==> src/design/rtsc_pkg.sv <==
// Shared types, widths and constants for the resistive touch scan controller.
`timescale 1ns / 1ps
`default_nettype none
package rtsc_pkg;

    localparam int ADDR_W   = 5;
    localparam int DATA_W   = 32;
    localparam int SAMPLE_W = 12;
    localparam int TICK_W   = 16;
    localparam int POS_W    = 13;
    localparam int SIZE_W   = 13;
    localparam int PROD_W   = SAMPLE_W + SIZE_W;
    localparam int QUO_W    = SIZE_W;

    localparam int DEF_SCREEN_WIDTH  = 480;
    localparam int DEF_SCREEN_HEIGHT = 272;

    localparam logic [SAMPLE_W-1:0] RST_MIN_X = 12'd190;
    localparam logic [SAMPLE_W-1:0] RST_MAX_X = 12'd3900;
    localparam logic [SAMPLE_W-1:0] RST_MIN_Y = 12'd180;
    localparam logic [SAMPLE_W-1:0] RST_MAX_Y = 12'd3850;
    localparam logic [TICK_W-1:0]   RST_STEP  = 16'd1;
    localparam logic [TICK_W-1:0]   TICK_MAX  = 16'hFFFF;

    // pin order: x1, x2, y1, y2
    localparam logic [3:0] PINS_IDLE    = 4'b0110;
    localparam logic [3:0] PINS_DRIVE_Y = 4'b0101;
    localparam logic [3:0] PINS_DRIVE_X = 4'b1010;

    localparam logic [POS_W-1:0] NO_TOUCH = {POS_W{1'b1}};

    typedef enum logic [2:0] {
        REG_MIN_X = 3'd0,
        REG_MAX_X = 3'd1,
        REG_MIN_Y = 3'd2,
        REG_MAX_Y = 3'd3,
        REG_STEP  = 3'd4
    } reg_idx_t;

    typedef enum logic [1:0] {
        CH_X1 = 2'd0,
        CH_X2 = 2'd1,
        CH_Y1 = 2'd2,
        CH_Y2 = 2'd3
    } chan_t;

    typedef enum logic [3:0] {
        PH_DRIVE_Y  = 4'd0,
        PH_START_X1 = 4'd1,
        PH_READ_X1  = 4'd2,
        PH_START_X2 = 4'd3,
        PH_READ_X2  = 4'd4,
        PH_DRIVE_X  = 4'd5,
        PH_START_Y1 = 4'd6,
        PH_READ_Y1  = 4'd7,
        PH_START_Y2 = 4'd8,
        PH_READ_Y2  = 4'd9,
        PH_COMPUTE  = 4'd10
    } phase_t;

    typedef enum logic [2:0] {
        ST_IDLE   = 3'd0,
        ST_MUL_X  = 3'd1,
        ST_GO_X   = 3'd2,
        ST_WAIT_X = 3'd3,
        ST_MUL_Y  = 3'd4,
        ST_GO_Y   = 3'd5,
        ST_WAIT_Y = 3'd6,
        ST_LOAD   = 3'd7
    } fsm_t;

    typedef struct packed {
        logic mul_en;
        logic mul_sel_y;
        logic div_start;
        logic cap_x;
        logic cap_y;
        logic load_late;
    } ctl_t;

endpackage
`default_nettype wire

==> src/design/rtsc_div.sv <==
// Bit-serial restoring divider, one quotient bit per cycle.
`timescale 1ns / 1ps
`default_nettype none
module rtsc_div #(
    parameter int DVS_W = rtsc_pkg::SAMPLE_W,
    parameter int QUO_W = rtsc_pkg::QUO_W,
    parameter int DVD_W = DVS_W + QUO_W
) (
    input  wire logic             clk,
    input  wire logic             rst_n,
    input  wire logic             start,
    input  wire logic [DVD_W-1:0] dividend,
    input  wire logic [DVS_W-1:0] divisor,
    output logic                  done,
    output logic      [QUO_W-1:0] quotient
);

    localparam int CNT_W = $clog2(QUO_W + 1);

    logic [DVS_W-1:0] rem_reg, rem_next;
    logic [DVS_W-1:0] dvs_reg, dvs_next;
    logic [QUO_W-1:0] quo_reg, quo_next;
    logic [CNT_W-1:0] cnt_reg, cnt_next;
    logic             done_reg, done_next;
    logic [DVS_W:0]   trial;
    logic [DVS_W:0]   diff;
    logic             ge;

    assign trial = {rem_reg, quo_reg[QUO_W-1]};
    assign diff  = trial - {1'b0, dvs_reg};
    assign ge    = trial >= {1'b0, dvs_reg};

    always_comb
    begin
        rem_next  = rem_reg;
        dvs_next  = dvs_reg;
        quo_next  = quo_reg;
        cnt_next  = cnt_reg;
        done_next = 1'b0;
        if (start)
        begin
            rem_next = dividend[DVD_W-1:QUO_W];
            quo_next = dividend[QUO_W-1:0];
            dvs_next = divisor;
            cnt_next = CNT_W'(QUO_W);
        end
        else if (cnt_reg != '0)
        begin
            rem_next  = ge ? diff[DVS_W-1:0] : trial[DVS_W-1:0];
            quo_next  = {quo_reg[QUO_W-2:0], ge};
            cnt_next  = cnt_reg - CNT_W'(1);
            done_next = (cnt_reg == CNT_W'(1));
        end
    end

    always_ff @(posedge clk or negedge rst_n)
    begin
        if (!rst_n)
        begin
            cnt_reg  <= '0;
            done_reg <= 1'b0;
        end
        else
        begin
            cnt_reg  <= cnt_next;
            done_reg <= done_next;
        end
    end

    always_ff @(posedge clk)
    begin
        rem_reg <= rem_next;
        dvs_reg <= dvs_next;
        quo_reg <= quo_next;
    end

    assign done     = done_reg;
    assign quotient = quo_reg;

endmodule
`default_nettype wire

==> src/design/resistive_touch_scan_controller.sv <==
// Top level: four-wire resistive touch panel scan sequencer with APB registers.
// Each word taken gives its output word in the next cycle; a compute word that finds a touch
//   instead runs, per axis, multiply, divider load, the quotient bits and capture, then load.
// Throughput: one word per cycle while the output drains and no touch compute runs;
//   after a touch compute the next word is taken once its result word is loaded.
// Reset: rst_n asynchronous, active low; restores registers, phase, pins and position.
`timescale 1ns / 1ps
`default_nettype none
module resistive_touch_scan_controller #(
    parameter int SCREEN_WIDTH  = rtsc_pkg::DEF_SCREEN_WIDTH,
    parameter int SCREEN_HEIGHT = rtsc_pkg::DEF_SCREEN_HEIGHT
) (
    input  wire logic                          clk,
    input  wire logic                          rst_n,
    input  wire logic                          psel,
    input  wire logic                          penable,
    input  wire logic                          pwrite,
    input  wire logic [rtsc_pkg::ADDR_W-1:0]   paddr,
    input  wire logic [rtsc_pkg::DATA_W-1:0]   pwdata,
    output logic      [rtsc_pkg::DATA_W-1:0]   prdata,
    output logic                               pready,
    input  wire logic                          in_valid,
    output logic                               in_stall,
    input  wire logic                          adc_ready,
    input  wire logic [rtsc_pkg::SAMPLE_W-1:0] adc_sample,
    output logic                               out_valid,
    input  wire logic                          out_stall,
    output logic                               x1_drive,
    output logic                               x2_drive,
    output logic                               y1_drive,
    output logic                               y2_drive,
    output logic                               adc_start,
    output logic      [1:0]                    adc_channel,
    output logic signed [rtsc_pkg::POS_W-1:0]  touch_x,
    output logic signed [rtsc_pkg::POS_W-1:0]  touch_y,
    output logic                               touched
);

    localparam int SW = rtsc_pkg::SAMPLE_W;
    localparam int TW = rtsc_pkg::TICK_W;
    localparam int PW = rtsc_pkg::POS_W;
    localparam int ZW = rtsc_pkg::SIZE_W;
    localparam int MW = rtsc_pkg::PROD_W;
    localparam int QW = rtsc_pkg::QUO_W;
    localparam logic [ZW-1:0] SIZE_X = ZW'(SCREEN_WIDTH);
    localparam logic [ZW-1:0] SIZE_Y = ZW'(SCREEN_HEIGHT);

    rtsc_pkg::fsm_t   state_reg, state_next;
    rtsc_pkg::phase_t phase_reg, phase_next;
    rtsc_pkg::ctl_t   ctl;

    logic [SW-1:0] min_x_reg, max_x_reg, min_y_reg, max_y_reg;
    logic [TW-1:0] step_reg;
    logic [TW-1:0] tick_reg, tick_next;
    logic [SW-1:0] raw_x1_reg, raw_x1_next, raw_x2_reg, raw_x2_next;
    logic [SW-1:0] raw_y1_reg, raw_y1_next, raw_y2_reg, raw_y2_next;
    logic [3:0]    pin_reg, pin_next;
    logic [PW-1:0] pos_x_reg, pos_x_next, pos_y_reg, pos_y_next;
    logic [SW-1:0] off_x_reg, off_x_next, off_y_reg, off_y_next;
    logic [SW-1:0] span_x_reg, span_x_next, span_y_reg, span_y_next;
    logic [MW-1:0] prod_reg, prod_next;

    logic          out_valid_reg, out_valid_next;
    logic [3:0]    out_pin_reg, out_pin_next;
    logic          out_start_reg, out_start_next;
    logic [1:0]    out_chan_reg, out_chan_next;
    logic [PW-1:0] out_x_reg, out_x_next, out_y_reg, out_y_next;
    logic          out_touch_reg, out_touch_next;

    logic          cfg_wr;
    logic          acc;
    logic          out_free;
    logic          comp_go;
    logic [TW-1:0] elapsed;
    logic          step;
    logic [SW:0]   sum_x, sum_y;
    logic [SW-1:0] avg_x, avg_y;
    logic          bad;
    logic          start_now;
    logic [1:0]    chan_now;
    logic          div_done;
    logic [QW-1:0] div_quo;
    logic [ZW-1:0] size_sel;
    logic [PW-1:0] clamp_q;

    // configuration port
    assign pready = 1'b1;
    assign cfg_wr = psel && penable && pwrite;

    always_comb
    begin
        unique case (rtsc_pkg::reg_idx_t'(paddr[4:2]))
            rtsc_pkg::REG_MIN_X: prdata = rtsc_pkg::DATA_W'(min_x_reg);
            rtsc_pkg::REG_MAX_X: prdata = rtsc_pkg::DATA_W'(max_x_reg);
            rtsc_pkg::REG_MIN_Y: prdata = rtsc_pkg::DATA_W'(min_y_reg);
            rtsc_pkg::REG_MAX_Y: prdata = rtsc_pkg::DATA_W'(max_y_reg);
            rtsc_pkg::REG_STEP:  prdata = rtsc_pkg::DATA_W'(step_reg);
            default:             prdata = '0;
        endcase
    end

    always_ff @(posedge clk or negedge rst_n)
    begin
        if (!rst_n)
        begin
            min_x_reg <= rtsc_pkg::RST_MIN_X;
            max_x_reg <= rtsc_pkg::RST_MAX_X;
            min_y_reg <= rtsc_pkg::RST_MIN_Y;
            max_y_reg <= rtsc_pkg::RST_MAX_Y;
            step_reg  <= rtsc_pkg::RST_STEP;
        end
        else if (cfg_wr)
        begin
            unique case (rtsc_pkg::reg_idx_t'(paddr[4:2]))
                rtsc_pkg::REG_MIN_X: min_x_reg <= pwdata[SW-1:0];
                rtsc_pkg::REG_MAX_X: max_x_reg <= pwdata[SW-1:0];
                rtsc_pkg::REG_MIN_Y: min_y_reg <= pwdata[SW-1:0];
                rtsc_pkg::REG_MAX_Y: max_y_reg <= pwdata[SW-1:0];
                rtsc_pkg::REG_STEP:  step_reg  <= pwdata[TW-1:0];
                default:             ;
            endcase
        end
    end

    // handshake
    assign out_free = !out_valid_reg || !out_stall;
    assign in_stall = (state_reg != rtsc_pkg::ST_IDLE) || !out_free;
    assign acc      = in_valid && !in_stall;

    assign elapsed = (tick_reg != rtsc_pkg::TICK_MAX) ? tick_reg + TW'(1) : tick_reg;
    assign step    = adc_ready && (elapsed >= step_reg);

    assign sum_x = {1'b0, raw_x1_reg} + {1'b0, raw_x2_reg};
    assign sum_y = {1'b0, raw_y1_reg} + {1'b0, raw_y2_reg};
    assign avg_x = sum_x[SW:1];
    assign avg_y = sum_y[SW:1];
    assign bad   = (max_x_reg <= min_x_reg) || (max_y_reg <= min_y_reg) ||
                   (avg_x < min_x_reg) || (avg_x > max_x_reg) ||
                   (avg_y < min_y_reg) || (avg_y > max_y_reg);

    assign comp_go = acc && step && (phase_reg == rtsc_pkg::PH_COMPUTE) && !bad;

    // position sequencer
    always_comb
    begin
        state_next = state_reg;
        unique case (state_reg)
            rtsc_pkg::ST_IDLE:   if (comp_go) state_next = rtsc_pkg::ST_MUL_X;
            rtsc_pkg::ST_MUL_X:  state_next = rtsc_pkg::ST_GO_X;
            rtsc_pkg::ST_GO_X:   state_next = rtsc_pkg::ST_WAIT_X;
            rtsc_pkg::ST_WAIT_X: if (div_done) state_next = rtsc_pkg::ST_MUL_Y;
            rtsc_pkg::ST_MUL_Y:  state_next = rtsc_pkg::ST_GO_Y;
            rtsc_pkg::ST_GO_Y:   state_next = rtsc_pkg::ST_WAIT_Y;
            rtsc_pkg::ST_WAIT_Y: if (div_done) state_next = rtsc_pkg::ST_LOAD;
            rtsc_pkg::ST_LOAD:   if (out_free) state_next = rtsc_pkg::ST_IDLE;
            default:             state_next = rtsc_pkg::ST_IDLE;
        endcase
    end

    always_comb
    begin
        ctl = '0;
        unique case (state_reg)
            rtsc_pkg::ST_MUL_X:  ctl.mul_en = 1'b1;
            rtsc_pkg::ST_GO_X:   ctl.div_start = 1'b1;
            rtsc_pkg::ST_WAIT_X: ctl.cap_x = div_done;
            rtsc_pkg::ST_MUL_Y:
            begin
                ctl.mul_en    = 1'b1;
                ctl.mul_sel_y = 1'b1;
            end
            rtsc_pkg::ST_GO_Y:   ctl.div_start = 1'b1;
            rtsc_pkg::ST_WAIT_Y: ctl.cap_y = div_done;
            rtsc_pkg::ST_LOAD:   ctl.load_late = out_free;
            default:             ;
        endcase
    end

    assign size_sel = ctl.mul_sel_y ? SIZE_Y : SIZE_X;

    rtsc_div #(
        .DVS_W (SW),
        .QUO_W (QW),
        .DVD_W (MW)
    ) u_div (
        .clk      (clk),
        .rst_n    (rst_n),
        .start    (ctl.div_start),
        .dividend (prod_reg),
        .divisor  (ctl.mul_sel_y || state_reg == rtsc_pkg::ST_GO_Y ? span_y_reg : span_x_reg),
        .done     (div_done),
        .quotient (div_quo)
    );

    always_comb
    begin
        if (ctl.cap_y)
            clamp_q = (div_quo >= SIZE_Y) ? PW'(SIZE_Y - ZW'(1)) : PW'(div_quo);
        else
            clamp_q = (div_quo >= SIZE_X) ? PW'(SIZE_X - ZW'(1)) : PW'(div_quo);
    end

    // step datapath
    always_comb
    begin
        phase_next  = phase_reg;
        tick_next   = tick_reg;
        raw_x1_next = raw_x1_reg;
        raw_x2_next = raw_x2_reg;
        raw_y1_next = raw_y1_reg;
        raw_y2_next = raw_y2_reg;
        pin_next    = pin_reg;
        pos_x_next  = pos_x_reg;
        pos_y_next  = pos_y_reg;
        off_x_next  = off_x_reg;
        off_y_next  = off_y_reg;
        span_x_next = span_x_reg;
        span_y_next = span_y_reg;
        prod_next   = prod_reg;
        start_now   = 1'b0;
        chan_now    = rtsc_pkg::CH_X1;

        if (acc)
        begin
            if (step)
            begin
                tick_next = '0;
                case (phase_reg)
                    rtsc_pkg::PH_DRIVE_Y:  pin_next = rtsc_pkg::PINS_DRIVE_Y;
                    rtsc_pkg::PH_START_X1:
                    begin
                        start_now = 1'b1;
                        chan_now  = rtsc_pkg::CH_X1;
                    end
                    rtsc_pkg::PH_READ_X1:  raw_x1_next = ~adc_sample;
                    rtsc_pkg::PH_START_X2:
                    begin
                        start_now = 1'b1;
                        chan_now  = rtsc_pkg::CH_X2;
                    end
                    rtsc_pkg::PH_READ_X2:  raw_x2_next = ~adc_sample;
                    rtsc_pkg::PH_DRIVE_X:  pin_next = rtsc_pkg::PINS_DRIVE_X;
                    rtsc_pkg::PH_START_Y1:
                    begin
                        start_now = 1'b1;
                        chan_now  = rtsc_pkg::CH_Y1;
                    end
                    rtsc_pkg::PH_READ_Y1:  raw_y1_next = ~adc_sample;
                    rtsc_pkg::PH_START_Y2:
                    begin
                        start_now = 1'b1;
                        chan_now  = rtsc_pkg::CH_Y2;
                    end
                    rtsc_pkg::PH_READ_Y2:  raw_y2_next = ~adc_sample;
                    rtsc_pkg::PH_COMPUTE:
                    begin
                        if (bad)
                        begin
                            pos_x_next = rtsc_pkg::NO_TOUCH;
                            pos_y_next = rtsc_pkg::NO_TOUCH;
                        end
                        else
                        begin
                            off_x_next  = avg_x - min_x_reg;
                            off_y_next  = avg_y - min_y_reg;
                            span_x_next = max_x_reg - min_x_reg;
                            span_y_next = max_y_reg - min_y_reg;
                        end
                    end
                    default: ;
                endcase
                phase_next = (phase_reg >= rtsc_pkg::PH_COMPUTE) ? rtsc_pkg::PH_DRIVE_Y
                           : rtsc_pkg::phase_t'(phase_reg + 4'd1);
            end
            else
                tick_next = elapsed;
        end

        if (ctl.mul_en)
            prod_next = MW'(ctl.mul_sel_y ? off_y_reg : off_x_reg) * MW'(size_sel);
        if (ctl.cap_x)
            pos_x_next = clamp_q;
        if (ctl.cap_y)
            pos_y_next = clamp_q;
    end

    // output word register
    always_comb
    begin
        out_valid_next = out_valid_reg && out_stall;
        out_pin_next   = out_pin_reg;
        out_start_next = out_start_reg;
        out_chan_next  = out_chan_reg;
        out_x_next     = out_x_reg;
        out_y_next     = out_y_reg;
        out_touch_next = out_touch_reg;
        if (acc && !comp_go)
        begin
            out_valid_next = 1'b1;
            out_pin_next   = pin_next;
            out_start_next = start_now;
            out_chan_next  = chan_now;
            out_x_next     = pos_x_next;
            out_y_next     = pos_y_next;
            out_touch_next = (pos_x_next != rtsc_pkg::NO_TOUCH) &&
                             (pos_y_next != rtsc_pkg::NO_TOUCH);
        end
        else if (ctl.load_late)
        begin
            out_valid_next = 1'b1;
            out_pin_next   = pin_reg;
            out_start_next = 1'b0;
            out_chan_next  = rtsc_pkg::CH_X1;
            out_x_next     = pos_x_reg;
            out_y_next     = pos_y_reg;
            out_touch_next = (pos_x_reg != rtsc_pkg::NO_TOUCH) &&
                             (pos_y_reg != rtsc_pkg::NO_TOUCH);
        end
    end

    always_ff @(posedge clk or negedge rst_n)
    begin
        if (!rst_n)
        begin
            state_reg     <= rtsc_pkg::ST_IDLE;
            phase_reg     <= rtsc_pkg::PH_DRIVE_Y;
            tick_reg      <= '0;
            raw_x1_reg    <= '0;
            raw_x2_reg    <= '0;
            raw_y1_reg    <= '0;
            raw_y2_reg    <= '0;
            pin_reg       <= rtsc_pkg::PINS_IDLE;
            pos_x_reg     <= rtsc_pkg::NO_TOUCH;
            pos_y_reg     <= rtsc_pkg::NO_TOUCH;
            out_valid_reg <= 1'b0;
        end
        else
        begin
            state_reg     <= state_next;
            phase_reg     <= phase_next;
            tick_reg      <= tick_next;
            raw_x1_reg    <= raw_x1_next;
            raw_x2_reg    <= raw_x2_next;
            raw_y1_reg    <= raw_y1_next;
            raw_y2_reg    <= raw_y2_next;
            pin_reg       <= pin_next;
            pos_x_reg     <= pos_x_next;
            pos_y_reg     <= pos_y_next;
            out_valid_reg <= out_valid_next;
        end
    end

    always_ff @(posedge clk)
    begin
        off_x_reg     <= off_x_next;
        off_y_reg     <= off_y_next;
        span_x_reg    <= span_x_next;
        span_y_reg    <= span_y_next;
        prod_reg      <= prod_next;
        out_pin_reg   <= out_pin_next;
        out_start_reg <= out_start_next;
        out_chan_reg  <= out_chan_next;
        out_x_reg     <= out_x_next;
        out_y_reg     <= out_y_next;
        out_touch_reg <= out_touch_next;
    end

    assign out_valid   = out_valid_reg;
    assign x1_drive    = out_pin_reg[3];
    assign x2_drive    = out_pin_reg[2];
    assign y1_drive    = out_pin_reg[1];
    assign y2_drive    = out_pin_reg[0];
    assign adc_start   = out_start_reg;
    assign adc_channel = out_chan_reg;
    assign touch_x     = out_x_reg;
    assign touch_y     = out_y_reg;
    assign touched     = out_touch_reg;

endmodule
`default_nettype wire

==> config.mk <==
export PLATFORM = sky130hd
export DESIGN_NAME = resistive_touch_scan_controller
export DESIGN_NICKNAME = d
export VERILOG_FILES = /design/src/design/rtsc_pkg.sv /design/src/design/rtsc_div.sv /design/src/design/resistive_touch_scan_controller.sv
export SDC_FILE = /design/constraint.sdc
export NUM_CORES = 1
export LEC_CHECK = 0
export BUFFER_PORTS_ARGS = -buffer_cell sky130_fd_sc_hd__clkbuf_2
export CORE_MARGIN = 2
export CORE_UTILIZATION = 25
export CTS_CLUSTER_DIAMETER = 120
export DETAILED_ROUTE_END_ITERATION = 8
export GPL_TIMING_DRIVEN = 0
export SLEW_MARGIN = 10
export SYNTH_ARGS = -nofsm -noshare
export SYNTH_HDL_FRONTEND = slang
export SYNTH_SLANG_ARGS = --single-unit
==> constraint.sdc <==
create_clock -name clk -period 11.6 [get_ports clk]
set_clock_uncertainty 0.15 [all_clocks]
set_input_delay 2.32 -clock clk [delete_from_list [all_inputs] [get_ports clk]]
set_output_delay 2.32 -clock clk [all_outputs]
set_load 0.02 [all_outputs]
==> results of run 1 <==
[power by group through the flow]
stage               Clock, W  Combinational, W  Sequential, W
finish               0.00110           0.00102        0.00147
global route         0.00117           0.00113        0.00148
CTS                  0.00113           0.00102        0.00147
detailed placement         0           0.00101        0.00149
global placement           0          0.000996        0.00149
floorplan                  0          0.000739        0.00145
[final cells by class]
cell class | instances | share of cell area (%)
multi-input combinational | 1384 | 44.6
tap | 978 | 5.57
clock inverter | 17 | 0.723
clock buffer | 46 | 4.32
inverter | 131 | 2.24
sequential | 307 | 38.4
timing repair buffer | 93 | 2.46
buffer | 80 | 1.77
[through the flow]
stage,hold slack [ns],total power [W],worst slack (ns)
after global routing,0.330,0.00379,4.73
final,0.320,0.00358,4.79
after floorplan,0.293,0.00218,1.96
after global placement,0.304,0.00249,-2.02
after CTS,0.317,0.00362,4.88
after detailed placement,0.305,0.00250,4.89
[metal layers]
metal | GRT usage (%) | routed length (µm) | vias to the layer above
li1 | - | - | 6921
met2 | 19.3 | 21400 | 355
met5 | 0 | 11 | -
met1 | 17.2 | 22800 | 6691
met3 | 2.14 | 2710 | 77
met4 | 3.92 | 1440 | 2
[cell families after synthesis]
family,after synthesis
compound gates,411
simple gates,601
other cells,2
fa+ha+maj,201
flops,307
buf+inv,211
xor+xnor,83
mux,60
[critical path: stages]
cell and delay, ns:
clkbuf_1 0.42, clkbuf_1 0.62, mux2i_1 0.21, nor2_1 0.12
a21oi_1 0.06, o22ai_1 0.33, clkbuf_2 0.24
[synth_stat cells, drive strengths merged, types with 8 or more instances]
cell type    n  area (µm²)
fa          38         761
o21a        20         150
a21boi       8        60.1
a31oi        9        56.3
o22ai       15        93.8
nand4       22         144
nand3       45         225
clkbuf      47         176
nor2       115         434
nor4         8        77.6
mux2i       30         300
inv        131         492
xor2        20         175
nand2      242         908
dfrtp      118        2950
nor3        40         200
a21o        30         228
xnor2       63         552
nand2b      42         263
a211oi      13        97.6
nor2b       27         176
and2        16         101
dfstp       53        1390
mux2        29         327
a21oi       80         400
o31a         8        70.1
edfxtp     136        4080
o21ai      149         746
ha         163        2040
buf         33         211
o31ai       12         109
[how the worst max path moves through the flow]
stage / from / end / slack, ns / depth (start not counted)
global placement: raw_y1_reg[0] / touch_y[2] / -2.02 / 17
detailed placement: paddr[3] / prdata[1] / 4.89 / 7
floorplan: raw_y1_reg[0] / adc_channel[0] / 1.96 / 17
global route: paddr[3] / prdata[1] / 4.73 / 7
CTS: paddr[3] / prdata[1] / 4.88 / 7
finish: paddr[3] / prdata[1] / 4.79 / 7
==> impl_metrics.json, run 1 <==
{
  "antenna_cells": 0,
  "maxSlewHeadroom_pct": 25.6,
  "rows": 101,
  "setup_tns_ns": 0,
  "hold_depth": 2,
  "grt_pass1_wl_um": 76000,
  "path_max_fanout": 10,
  "hold_buffers": 0,
  "timing.rr.end": "span_y_reg[6]",
  "syn_area_um2": 19000,
  "yosysWarnings": 0,
  "hold_viol": 0,
  "internal_power_w": 0.00240,
  "via_count": 14000,
  "syn_to_final_growth_pct": 15.8,
  "synth_simple_gate_area_share_pct": 15.1,
  "clock-sinks": 307,
  "grt.overflow.total": 0,
  "min_to": "pos_x_reg[11]",
  "yosys.area_share.adder_pct": 14.8,
  "io_buffers": 87,
  "largest_reg_flops": 17,
  "combPwrFrac_pct": 28.3,
  "final_common_cell": "nand2_1",
  "hold_class": "flop to flop",
  "die-area_um2": 78100,
  "seq_area_frac_synth_pct": 44.4,
  "die_w_um": 280,
  "multi_input_area_um2": 9790,
  "cts_buffers": 35,
  "place_area_um2": 20900,
  "drive_gt1_share_pct": 13.8,
  "fillers": 7944,
  "dp.cells": 2973,
  "final_cell_mix": "nand2_1, ha_1, o21ai_0",
  "finalSetupViolCount": 0,
  "grtUsageTotal_pct": 12.3,
  "grt_pass1_vias": 13600,
  "die_y_um": 280,
  "startpoint_type": "input port",
  "core_area_um2": 75600,
  "maxSlewViolCount": 0,
  "critPathKind": "input port to output port",
  "cp.arrival_ns": 4.34,
  "avgSynthCellArea_um2": 10.1,
  "routedWlPerCell_um": 15.9,
  "synth_edf_count": 136,
  "drc": 0,
  "synth_top_family_by_area": "simple AND/OR/NAND/NOR gates",
  "synth_compound_area_share_pct": 13.8,
  "r2r-start": "raw_y1_reg[0]",
  "design_area_um2": 22000,
  "status": "complete, no violations",
  "dr.pass1.iters": 5,
  "cts_resized": 0,
  "ant_nets": 0,
  "crit_required_ns": 9.13,
  "cts_tree": "done",
  "min-delay-start": "pos_x_reg[11]",
  "switching_share_pct": 33.0,
  "worst_slew_pin_slew_ns": 1.12,
  "vias_per_cell": 4.63,
  "dp_hpwl_um": 37900,
  "p_seq_share_pct": 41.1,
  "clk_pin_slew_worst_paths_ns": 0.06,
  "io_pins": 126,
  "finalWirelength_um": 48400,
  "grt_max_degree": 103,
  "drv_cap": 0,
  "clockBufferDepth": 3,
  "insertion_delay_ns": 0.56,
  "seq_area_um2": 8430,
  "period_needed_ns": 6.81,
  "gp_congestion": 0.884,
  "muxShareOfSynthArea_pct": 3.42,
  "finalNonFillerCells": 3036,
  "nets": 2290,
  "synth-async-reset-ratio_pct": 55.7,
  "start_util_pct": 25.1,
  "antenna_found_initial": 1,
  "power_density_nw_per_um2": 163,
  "reg2reg_slack_ns": 5.60,
  "crit_path_end_kind": "output port",
  "rr_worst_depth": 20,
  "clockRootBuffer": "clkbuf_16",
  "fin_crit_sh_pct": 58.7,
  "synth-xor-area-share_pct": 3.83,
  "leakagePower_nw": 9.75,
  "rsz0062_at_grt": "no",
  "h-tree-depth": 2,
  "ys.flop_type": "edfxtp_1",
  "p_clk_share_pct": 30.6,
  "final_util_pct": 29.1,
  "fmax_ghz": 0.147,
  "synth_seq_cells": 307,
  "post_cts_buffers": 0,
  "ys_types": 81,
  "ir_worst_vdd_mv": 0.100,
  "p_sw_w": 0.00118,
  "drtIter0Drc": 796,
  "syn_inst": 1876
}
Power figures use the tool's default switching activity.
==> run 2: changes to the inputs <==
- clock period: 11.6 -> 7.02 ns (I/O delays scaled with it)
==> impl_metrics.json, run 2 (synthesized netlist as in run 1, its figures left out) <==
{
  "start_util_pct": 25.1,
  "r2r-start": "raw_y1_reg[0]",
  "setup_tns_ns": 0,
  "clockBufferDepth": 3,
  "finalSetupViolCount": 0,
  "cp.arrival_ns": 5.82,
  "rsz0062_at_grt": "no",
  "startpoint_type": "flop",
  "die-area_um2": 78100,
  "maxSlewViolCount": 0,
  "grt_max_degree": 63,
  "final_common_cell": "nand2_1",
  "vias_per_cell": 4.57,
  "worst_slew_pin_slew_ns": 1.07,
  "die_w_um": 280,
  "core_area_um2": 75600,
  "fin_crit_sh_pct": 82.0,
  "io_buffers": 87,
  "die_y_um": 280,
  "timing.rr.end": "span_x_reg[11]",
  "drv_cap": 0,
  "routedWlPerCell_um": 15.8,
  "nets": 2290,
  "gp_congestion": 0.903,
  "leakagePower_nw": 9.77,
  "ant_nets": 0,
  "startpoint": "raw_y1_reg[0]",
  "reg2reg_slack_ns": 1.26,
  "p_seq_share_pct": 41.3,
  "path_max_fanout": 14,
  "switching_share_pct": 32.5,
  "grt_pass1_wl_um": 75700,
  "fmax_ghz": 0.174,
  "cts_resized": 0,
  "dp_hpwl_um": 37800,
  "via_count": 13900,
  "power_density_nw_per_um2": 267,
  "period_needed_ns": 5.76,
  "min_to": "pos_y_reg[11]",
  "clk_pin_slew_worst_paths_ns": 0.06,
  "drc": 0,
  "insertion_delay_ns": 0.54,
  "grt_pass1_vias": 13400,
  "grtUsageTotal_pct": 12.1,
  "antenna_cells": 0,
  "grt.overflow.total": 0,
  "finalNonFillerCells": 3036,
  "rr_worst_depth": 20,
  "min-delay-start": "pos_y_reg[11]",
  "dp.cells": 2974,
  "syn_to_final_growth_pct": 15.9,
  "crit_path_end_kind": "flop",
  "maxSlewHeadroom_pct": 27.4,
  "rows": 101,
  "hold_buffers": 0,
  "clock-sinks": 307,
  "crit_required_ns": 7.08,
  "dr.pass1.iters": 5,
  "hold_viol": 0,
  "clockRootBuffer": "clkbuf_16",
  "cts_tree": "done",
  "post_cts_buffers": 0,
  "combPwrFrac_pct": 28.5,
  "antenna_found_initial": 0,
  "hold_class": "flop to flop",
  "status": "complete, no violations",
  "h-tree-depth": 2,
  "critPathKind": "flop to flop",
  "p_clk_share_pct": 30.2,
  "io_pins": 126,
  "ir_worst_vdd_mv": 0.170,
  "largest_reg_flops": 17,
  "internal_power_w": 0.00397,
  "final_cell_mix": "nand2_1, ha_1, o21ai_0",
  "drtIter0Drc": 730,
  "cts_buffers": 34,
  "p_sw_w": 0.00191,
  "drive_gt1_share_pct": 14.1,
  "hold_depth": 2,
  "finalWirelength_um": 47900
}
run 2: worst max-delay path, cell delays in order (launching register included):
cell and delay [ns]:
dfrtp_1 0.40, and2_1 0.18, fa_2 0.34, a21o_1 0.17
a21oi_2 0.17, nor2b_1 0.06, o21a_1 0.19, o41ai_2 0.36
o211ai_1 0.17, xor2_1 0.36, ha_1 0.33, nand4_1 0.12
a31oi_1 0.06, a211o_1 0.29, o22ai_1 0.35, nand4_1 0.42
nor4_4 0.51, buf_6 0.22, buf_6 0.18, buf_6 0.19
buf_6 0.19
run 2: layer usage:
layer | wire length [µm] | vias to the layer above | GRT usage, %
met5 | 0 | - | 0
met4 | 1070 | 0 | 2.78
met3 | 2540 | 74 | 2.04
met2 | 21400 | 329 | 19.2
met1 | 22900 | 6559 | 17.4
li1 | - | 6907 | -
run 2: through the flow:
| stage | hold slack, ns | area [µm²] | setup WS (ns) | power (W) | utilization [%] |
|---|---|---|---|---|---|
| finish | 0.313 | 22000 | 1.26 | 0.00588 | 29.1 |
| floorplan | 0.293 | 19100 | -0.615 | 0.00361 | - |
| CTS | 0.316 | 22000 | 1.26 | 0.00594 | 29.1 |
| global placement | 0.304 | 20800 | -3.59 | 0.00411 | 27.5 |
| detailed placement | 0.307 | 20900 | 1.32 | 0.00413 | 27.7 |
| global route | 0.345 | 22000 | 0.914 | 0.00623 | 29.1 |
run 2: power by group through the flow:
stage                     Combinational [W]  Clock, W  Sequential (W)
after floorplan                     0.00122         0         0.00239
after CTS                           0.00168   0.00183         0.00243
final                               0.00168   0.00178         0.00243
after detailed placement            0.00167         0         0.00246
after global placement              0.00165         0         0.00246
after global routing                0.00188   0.00190         0.00245
run 2: worst max path at each step:
stage	end	slack, ns
4_1_cts	span_x_reg[11]	1.26
3_5_place_dp	off_x_reg[10]	1.32
2_1_floorplan	adc_channel[0]	-0.61
3_3_place_gp	touch_y[2]	-3.59
6_report	span_x_reg[11]	1.26
5_1_grt	prod_reg[18]	0.91
run 2: final cells by class:
cell class / count / area [µm²]
buffer: 80 / 389
clock buffer: 47 / 923
clock inverter: 15 / 170
fill: 7906 / 53600
inverter: 131 / 492
multi-input combinational: 1384 / 9810
sequential: 307 / 8430
tap: 978 / 1220
timing repair buffer: 94 / 564
==> run 3: changes to the inputs <==
- clock period: 7.02 -> 5.9 ns (I/O delays scaled with it)
==> impl_metrics.json, run 3 (synthesized netlist as in run 1, its figures left out) <==
{
  "fin_crit_sh_pct": 94.5,
  "critPathKind": "flop to flop",
  "leakagePower_nw": 9.78,
  "drive_gt1_share_pct": 14.3,
  "io_pins": 126,
  "finalSetupViolCount": 0,
  "grt_pass1_wl_um": 75700,
  "period_needed_ns": 5.57,
  "largest_reg_flops": 17,
  "antenna_cells": 0,
  "drc": 0,
  "die_w_um": 280,
  "p_sw_w": 0.00228,
  "syn_to_final_growth_pct": 16.0,
  "switching_share_pct": 32.5,
  "cp.arrival_ns": 5.64,
  "clock-sinks": 307,
  "io_buffers": 87,
  "combPwrFrac_pct": 28.5,
  "worst_slew_pin_slew_ns": 1.06,
  "maxSlewViolCount": 0,
  "final_common_cell": "nand2_1",
  "dr.pass1.iters": 5,
  "rsz0062_at_grt": "no",
  "status": "complete, no violations",
  "ant_nets": 0,
  "grt_pass1_vias": 13400,
  "insertion_delay_ns": 0.54,
  "antenna_found_initial": 0,
  "maxSlewHeadroom_pct": 28.0,
  "fillers": 7904,
  "h-tree-depth": 2,
  "startpoint": "raw_y1_reg[1]",
  "rows": 101,
  "r2r-start": "raw_y1_reg[1]",
  "hold_class": "flop to flop",
  "cts_buffers": 34,
  "grt_max_degree": 63,
  "start_util_pct": 25.1,
  "finalWirelength_um": 47900,
  "internal_power_w": 0.00473,
  "drv_cap": 0,
  "p_clk_share_pct": 30.2,
  "gp_congestion": 0.903,
  "routedWlPerCell_um": 15.8,
  "power_density_nw_per_um2": 318,
  "dp_hpwl_um": 37800,
  "seq_area_um2": 8430,
  "die_y_um": 280,
  "crit_path_end_kind": "flop",
  "p_seq_share_pct": 41.3,
  "grt.overflow.total": 0,
  "clk_pin_slew_worst_paths_ns": 0.06,
  "hold_viol": 0,
  "core_area_um2": 75600,
  "clockBufferDepth": 3,
  "crit_required_ns": 5.97,
  "fmax_ghz": 0.179,
  "min-delay-start": "pos_y_reg[11]",
  "die-area_um2": 78100,
  "clockRootBuffer": "clkbuf_16",
  "nets": 2291,
  "final_cell_mix": "nand2_1, ha_1, o21ai_0",
  "vias_per_cell": 4.58,
  "via_count": 13900,
  "startpoint_type": "flop",
  "cts_tree": "done",
  "hold_buffers": 0,
  "ir_worst_vdd_mv": 0.205,
  "path_max_fanout": 14,
  "grtUsageTotal_pct": 12.1,
  "multi_input_area_um2": 9810,
  "place_area_um2": 20900,
  "drtIter0Drc": 854,
  "setup_tns_ns": 0,
  "design_area_um2": 22000
}
-- run 3: area by class of cell --
class                      count  share of cell area [%]
timing repair buffer          95                    2.60
inverter                     131                    2.23
buffer                        80                    1.77
sequential                   307                    38.3
tap                          978                    5.56
clock buffer                  47                    4.19
multi-input combinational   1384                    44.6
clock inverter                15                   0.773
-- run 3: routing by layer --
| metal | routed length [µm] | vias up | part of all wire (%) | track usage [%] |
|---|---|---|---|---|
| li1 | - | 6911 | - | - |
| met1 | 22800 | 6577 | 48 | 17.4 |
| met2 | 21400 | 352 | 45 | 19.2 |
| met3 | 2620 | 74 | 5.5 | 2.04 |
| met4 | 1050 | 0 | 2.2 | 2.78 |
| met5 | 0 | - | 0 | 0 |
-- run 3: worst max-delay path: stages (launching register included) --
cell and delay [ns]:
dfrtp_1 0.43, ha_1 0.30, a31oi_1 0.22, o21ai_0 0.15, a211oi_1 0.34, o21ai_0 0.18
a31o_2 0.26, a21oi_1 0.17, xnor2_1 0.25, ha_1 0.35, a21oi_1 0.18, nand2_1 0.08
a211o_1 0.30, o22ai_1 0.34, nand4_1 0.41, nor4_4 0.38, buf_6 0.19, buf_6 0.18
buf_6 0.19, buf_6 0.19
-- run 3: path summary, 6_finish.rpt --
kind / endpoint / slack [ns] / depth (start not counted)
max reg2reg: span_x_reg[11] / 0.33 / 19
min reg2reg: pos_y_reg[11] / 0.31 / 2
min: pos_y_reg[11] / 0.31 / 2
max: span_x_reg[11] / 0.33 / 19
min in group asynchronous: raw_y1_reg[1] / 0.46 / 1
max in group asynchronous: pos_y_reg[12] / 4.36 / 2
-- run 3: metrics by stage --
step | util, % | worst slack [ns] | hold slack (ns) | total power, W | cells
floorplan | - | -1.73 | 0.293 | 0.00430 | 1902
global placement | 27.5 | -4.71 | 0.304 | 0.00489 | 2967
detailed placement | 27.7 | 0.201 | 0.307 | 0.00492 | 2974
CTS | 29.1 | 0.141 | 0.316 | 0.00706 | 3036
global route | 29.1 | 0.0255 | 0.345 | 0.00742 | 3037
finish | 29.1 | 0.326 | 0.313 | 0.00700 | 3037
-- run 3: power by group through the flow --
stage               Combinational, W  Sequential (W)  Clock (W)
global placement             0.00196         0.00293          0
floorplan                    0.00146         0.00284          0
global route                 0.00224         0.00292    0.00226
CTS                          0.00200         0.00289    0.00217
finish                       0.00199         0.00289    0.00212
detailed placement           0.00199         0.00293          0
-- run 3: repair_timing --
item / in CTS / in global routing
endpoints found under the setup margin: 0 / 17
gates resized for setup: 0 / 4
endpoints found under the hold margin: 0 / 0
buffers inserted: 0 / 1
